## src/sv/wsc_pkg.sv

```systemverilog
// wsc_pkg: shared types, constants and codes for the weighted sample compositor.
// No dependencies; used by wsc_ctrl, wsc_datapath and weighted_sample_compositor_core.
`timescale 1ns / 1ps
`default_nettype none
package wsc_pkg;

	// Q1.15 channel and Q5.15 accumulator formats
	localparam int unsigned Q_W      = 16;
	localparam int unsigned ACC_W    = 20;
	localparam int unsigned MODE_W   = 3;
	localparam logic [Q_W-1:0]   ONE_Q15  = 16'h8000;
	localparam logic [Q_W-1:0]   HALF_Q15 = 16'h4000;
	localparam logic [ACC_W-1:0] ACC_MAX  = '1;

	// lanes: three colors plus alpha
	localparam int unsigned NUM_COLORS = 3;
	localparam int unsigned NUM_LANES  = 4;
	localparam int unsigned LANE_R     = 0;
	localparam int unsigned LANE_G     = 1;
	localparam int unsigned LANE_B     = 2;
	localparam int unsigned LANE_A     = 3;

	// final divide: one quotient bit per cycle
	localparam int unsigned DIV_STEPS = Q_W;
	localparam int unsigned STEP_W    = $clog2(DIV_STEPS);

	localparam int unsigned MAX_SAMPLES_DEF = 16;

	typedef enum logic [MODE_W-1:0] {
		BM_OVER_TOP    = 3'd0,
		BM_OVER_BOTTOM = 3'd1,
		BM_ADD         = 3'd2,
		BM_MAX         = 3'd3,
		BM_MIN         = 3'd4
	} blend_mode_t;

	typedef enum logic [2:0] {
		ST_IDLE,
		ST_PREM,
		ST_BLEND,
		ST_DIV_INIT,
		ST_DIV,
		ST_DONE
	} ctl_state_t;

	typedef struct packed {
		logic load_in;
		logic prem;
		logic blend;
		logic first;
		logic div_init;
		logic div_step;
		logic out_load;
		logic cfg_we;
	} dp_cmd_t;

	typedef struct packed {
		logic last;
	} dp_stat_t;

endpackage
`default_nettype wire

```

## src/sv/wsc_ctrl.sv

```systemverilog
// wsc_ctrl: sequencer for the compositor, run bookkeeping and output/input handshakes.
// Depends on wsc_pkg; drives wsc_datapath through dp_cmd_t.
`timescale 1ns / 1ps
`default_nettype none
module wsc_ctrl #(
	parameter int unsigned MAX_SAMPLES = wsc_pkg::MAX_SAMPLES_DEF
) (
	input  wire logic              clk,
	input  wire logic              arst_n,
	input  wire logic              in_valid,
	output logic                   in_stall,
	output logic                   out_valid,
	input  wire logic              out_stall,
	input  wire logic              cfg_valid,
	output logic                   cfg_ready,
	output wsc_pkg::dp_cmd_t       cmd,
	input  wire wsc_pkg::dp_stat_t stat
);

	localparam int unsigned CNT_W = $clog2(MAX_SAMPLES + 1);
	localparam int unsigned SW    = wsc_pkg::STEP_W;

	wsc_pkg::ctl_state_t state_q, state_nxt;
	logic [CNT_W-1:0]    cnt_q;
	logic                first_q;
	logic [SW-1:0]       step_q;
	logic                out_valid_q;
	logic                out_free, run_end, last_step, accept;

	assign out_free  = !out_valid_q || !out_stall;
	assign run_end   = stat.last || (cnt_q == CNT_W'(MAX_SAMPLES - 1));
	assign last_step = (step_q == SW'(wsc_pkg::DIV_STEPS - 1));
	assign accept    = in_valid && (state_q == wsc_pkg::ST_IDLE);

	always_comb begin
		state_nxt = state_q;
		case (state_q)
			wsc_pkg::ST_IDLE:     if (accept) state_nxt = wsc_pkg::ST_PREM;
			wsc_pkg::ST_PREM:     state_nxt = wsc_pkg::ST_BLEND;
			wsc_pkg::ST_BLEND:    state_nxt = run_end ? wsc_pkg::ST_DIV_INIT : wsc_pkg::ST_IDLE;
			wsc_pkg::ST_DIV_INIT: state_nxt = wsc_pkg::ST_DIV;
			wsc_pkg::ST_DIV:      if (last_step) state_nxt = wsc_pkg::ST_DONE;
			wsc_pkg::ST_DONE:     if (out_free) state_nxt = wsc_pkg::ST_IDLE;
			default:              state_nxt = wsc_pkg::ST_IDLE;
		endcase
	end

	always_comb begin
		cmd          = '0;
		cmd.cfg_we   = cfg_valid;
		cmd.first    = first_q;
		in_stall     = 1'b1;
		case (state_q)
			wsc_pkg::ST_IDLE: begin
				in_stall    = 1'b0;
				cmd.load_in = in_valid;
			end
			wsc_pkg::ST_PREM:     cmd.prem = 1'b1;
			wsc_pkg::ST_BLEND:    cmd.blend = 1'b1;
			wsc_pkg::ST_DIV_INIT: cmd.div_init = 1'b1;
			wsc_pkg::ST_DIV:      cmd.div_step = 1'b1;
			wsc_pkg::ST_DONE:     cmd.out_load = out_free;
			default:              cmd.load_in = 1'b0;
		endcase
	end

	always_ff @(posedge clk or negedge arst_n) begin
		if (!arst_n) begin
			state_q     <= wsc_pkg::ST_IDLE;
			cnt_q       <= '0;
			first_q     <= 1'b1;
			step_q      <= '0;
			out_valid_q <= 1'b0;
		end else begin
			state_q <= state_nxt;
			if (state_q == wsc_pkg::ST_BLEND) begin
				first_q <= run_end;
				cnt_q   <= run_end ? '0 : cnt_q + CNT_W'(1);
			end
			if (state_q == wsc_pkg::ST_DIV_INIT) begin
				step_q <= '0;
			end else if (state_q == wsc_pkg::ST_DIV) begin
				step_q <= step_q + SW'(1);
			end
			if (cmd.out_load) begin
				out_valid_q <= 1'b1;
			end else if (!out_stall) begin
				out_valid_q <= 1'b0;
			end
		end
	end

	assign out_valid = out_valid_q;
	assign cfg_ready = 1'b1;

endmodule
`default_nettype wire

```

## config.mk

```make
export PLATFORM = sky130hd
export DESIGN_NAME = wsc_ctrl
export DESIGN_NICKNAME = d
export VERILOG_FILES = /design/src/sv/wsc_pkg.sv /design/src/sv/wsc_ctrl.sv
export SDC_FILE = /design/constraint.sdc
export NUM_CORES = 1
export LEC_CHECK = 0
export ABC_AREA = 1
export BUFFER_PORTS_ARGS = -buffer_cell sky130_fd_sc_hd__buf_2
export CAP_MARGIN = 30
export CELL_PAD_IN_SITES_DETAIL_PLACEMENT = 0
export CELL_PAD_IN_SITES_GLOBAL_PLACEMENT = 1
export CORE_ASPECT_RATIO = 0.75
export CORE_MARGIN = 1.5
export CORE_UTILIZATION = 40
export DETAILED_ROUTE_END_ITERATION = 10
export PLACE_DENSITY_LB_ADDON = 0.1
export SETUP_SLACK_MARGIN = 0.1
export SYNTH_ARGS = -nofsm -noshare
export SYNTH_HDL_FRONTEND = slang
export SYNTH_SLANG_ARGS = --single-unit
```

## constraint.sdc

```tcl
create_clock -name clk -period 4 [get_ports clk]
set_input_delay 0 -clock clk [delete_from_list [all_inputs] [get_ports clk]]
set_output_delay 0 -clock clk [all_outputs]
set_load 0.01 [all_outputs]
```

==> metrics.cfg <==
[logic_synthesis]
yosysUniqueCellTypes = 19
synthCells = 97
synth_seq_area_share_pct = 45.6
synth_fp_nets = 106
synth_seq_cells = 14
syn_avg_cell_area_um2 = 7.95
ys_warn_count = 0
mappedNetlistArea_um2 = 771

[sta]
period_share_pct = 37.0
rsz0062_at_grt = no
fmax_ghz = 0.676
setup_viol = 0
tns_ns = 0
fin_worst_skew_ns = 0.00810
period_needed_ns = 1.48
drv_slew = 0
hold_viol_final = 0

[clock_tree]
postCtsHoldBufs = 2
cts.sinks = 14
clk_transition_reported_paths_ns = 0.09
insertion_delay_ns = 0.28
cts_resized = 0
cts_tree = done
post_cts_buffers = 0
cts_buffer_depth = 2
cts-root-buf = clkbuf_4
cts_htree_levels = 1
cts_buffers = 3

[critical_path]
endpoint_kind = flop
critical_path.slowest_cell = dfrtp_1
r2r_end = state_q[0]
cp_slowest_stage_delay_ns = 0.43
worst_path_most_repeated_cell = nand2_1
startpoint_type = flop
path_class = reg2reg
critPathMaxFanout = 4
cp.depth = 10
cp_data_required_time_ns = 4.18
crit_buf_inv = 1
r2r_cells = 10
rr_startpoint = cnt_q[0]
crit_chain = ha_1 -> nand2_1 -> nor2_1 -> ha_1 -> inv_1 -> nand2_1 -> nand3_1 -> nand2_1 -> nand3_1 -> nand2_1
rrSetupSlack_ns = 2.52
crit_arrival_ns = 1.66
cpLargestDelayFamily = simple AND/OR/NAND/NOR gates

[global_routing]
overflow = 0
track_usage_pct = 16.5
grt_max_degree = 15
grt_pass1_vias = 550
antenna_found_initial = 0
grt_first_pass_wirelength_mm = 2.37

[place]
place_hpwl_mm = 1.07
portBuffers = 13
gpl.final_weighted_congestion = 0.757
placed_area_um2 = 833

[floorplan]
io_pins = 17
rows = 13
die_x_um = 53.7
coreArea_um2 = 1770
fp.dieArea_um2 = 2200
die_y_um = 41.0
start_util_pct = 43.5

[power]
p_sw_share_pct = 42.3
p_seq_share_pct = 45.3
clockPowerShare_pct = 14.4
p_leak_nw = 0.473
p_sw_mw = 0.246
p_comb_share_pct = 40.3
power_mw = 0.582
p_int_mw = 0.336
peakVddDrop_uv = 315
powerDensity_nw_per_um2 = 661

[finish]
final_area_um2 = 880
fin_nets = 122
n_antenna_cell = 0
area_growth_pct = 14.1
drive_gt1_share_pct = 25.0

[detailed_routing]
vias_per_cell = 4.54
vias = 608
postRouteAntennaNets = 0
drc = 0
detail_route.wl_per_cell_um = 10.4
drt_iter0_drc = 6
drt-pass1-iter-count = 4
drt-total-wl_mm = 1.40

[worst_hold_path]
min_from = cfg_valid
worstHoldPathCells = 0
hold_path_class = in2out
holdPathEnd = cmd[0]

[flow_run]
cap_violations = 0

[status]
status = finished clean

-- placed cells by master (no fill, tap or decap), drive strengths merged, types with 3 or more instances in the layout --
| master | instances |
|---|---|
| ha | 3 |
| o21ai | 6 |
| nand2 | 27 |
| nor2 | 10 |
| nand3 | 6 |
| buf | 13 |
| inv | 17 |
| clkbuf | 4 |
| dfrtp | 13 |
| a21oi | 5 |
-- routing by layer --
metal  vias up  wire (um)  global-route usage [%]  share of wire, %
li1        327          -                       -                 -
met1       265        757                    21.3                54
met2        14        531                    23.2                38
met3         2         95                    8.03               6.8
met4         0         12                    7.69              0.86
met5         -          0                       0                 0
-- stage by stage --
step                hold slack, ns  cells  util [%]  setup WS [ns]
global route             0.0000296    134      49.6           2.38
floorplan                   -0.296     97         -           2.66
global placement           -0.0804    128      47.0           2.57
finish                  0.00000447    134      49.6           2.52
detailed placement         -0.0770    128      47.0           2.54
CTS                       0.000119    134      49.6           2.52
-- cell families (layout without fill, tap and decap cells) --
kind of cell / Yosys count / in the layout / share of synthesized area, %
mux: 1 / 1 / 1.30
other cells: 1 / 1 / 0.487
flops: 14 / 14 / 45.6
buf+inv: 21 / 36 / 12.8
simple gates: 45 / 45 / 26.5
compound gates: 12 / 12 / 8.44
fa+ha+maj: 3 / 3 / 4.87
-- Yosys cell counts --
master,n,area [um2]
nand2_2,4,25.0
buf_4,4,30.0
nor2_1,7,26.3
dfstp_2,1,26.3
dfrtp_1,13,325
nand3_1,5,25.0
inv_4,2,12.5
o22ai_1,1,6.26
nand3_2,1,10.0
conb_1,1,3.75
ha_1,3,37.5
o21ai_0,5,25.0
mux2i_1,1,10.0
a21oi_1,5,25.0
nand4_1,2,12.5
o21ai_2,1,8.76
inv_1,15,56.3
nor2_2,3,18.8
nand2_1,23,86.3
-- worst reg2reg max path, stage by stage, from the launching register on --
cell and delay, ns:
dfrtp_1 0.43, ha_1 0.23, nand2_1 0.08, nor2_1 0.05
ha_1 0.17, inv_1 0.05, nand2_1 0.05, nand3_1 0.12
nand2_1 0.07, nand3_1 0.08, nand2_1 0.05
-- power groups by stage --
| stage | registers [mW] | clock network, mW | logic, mW |
|---|---|---|---|
| CTS | 0.264 | 0.0876 | 0.238 |
| detailed placement | 0.265 | 0 | 0.235 |
| finish | 0.264 | 0.0835 | 0.235 |
| global route | 0.273 | 0.0948 | 0.274 |
| floorplan | 0.254 | 0 | 0.182 |
| global placement | 0.265 | 0 | 0.233 |
-- worst max path at each step --
stage	startpoint	endpoint	slack [ns]
detailed placement	cnt_q[0]	state_q[0]	2.54
global route	cnt_q[0]	cnt_q[1]	2.38
global placement	cnt_q[0]	state_q[0]	2.57
finish	cnt_q[0]	state_q[0]	2.52
CTS	cnt_q[0]	state_q[0]	2.52
floorplan	cnt_q[0]	state_q[0]	2.66
-- area by class of cell --
cell class,count,area [um2]
Fill cell,189,893
Sequential cell,14,352
Multi-Input combinational cell,62,320
Timing Repair Buffer,15,85.1
Inverter,17,68.8
Tap cell,22,27.5
Clock buffer,4,26.3
-- sequential cells by signal (all words and copies together), names as in the netlist --
register   cells
first_q        1
state_q        3
cnt_q          5
out_valid      1
step_q         4
Power figures use the tool's default switching activity.
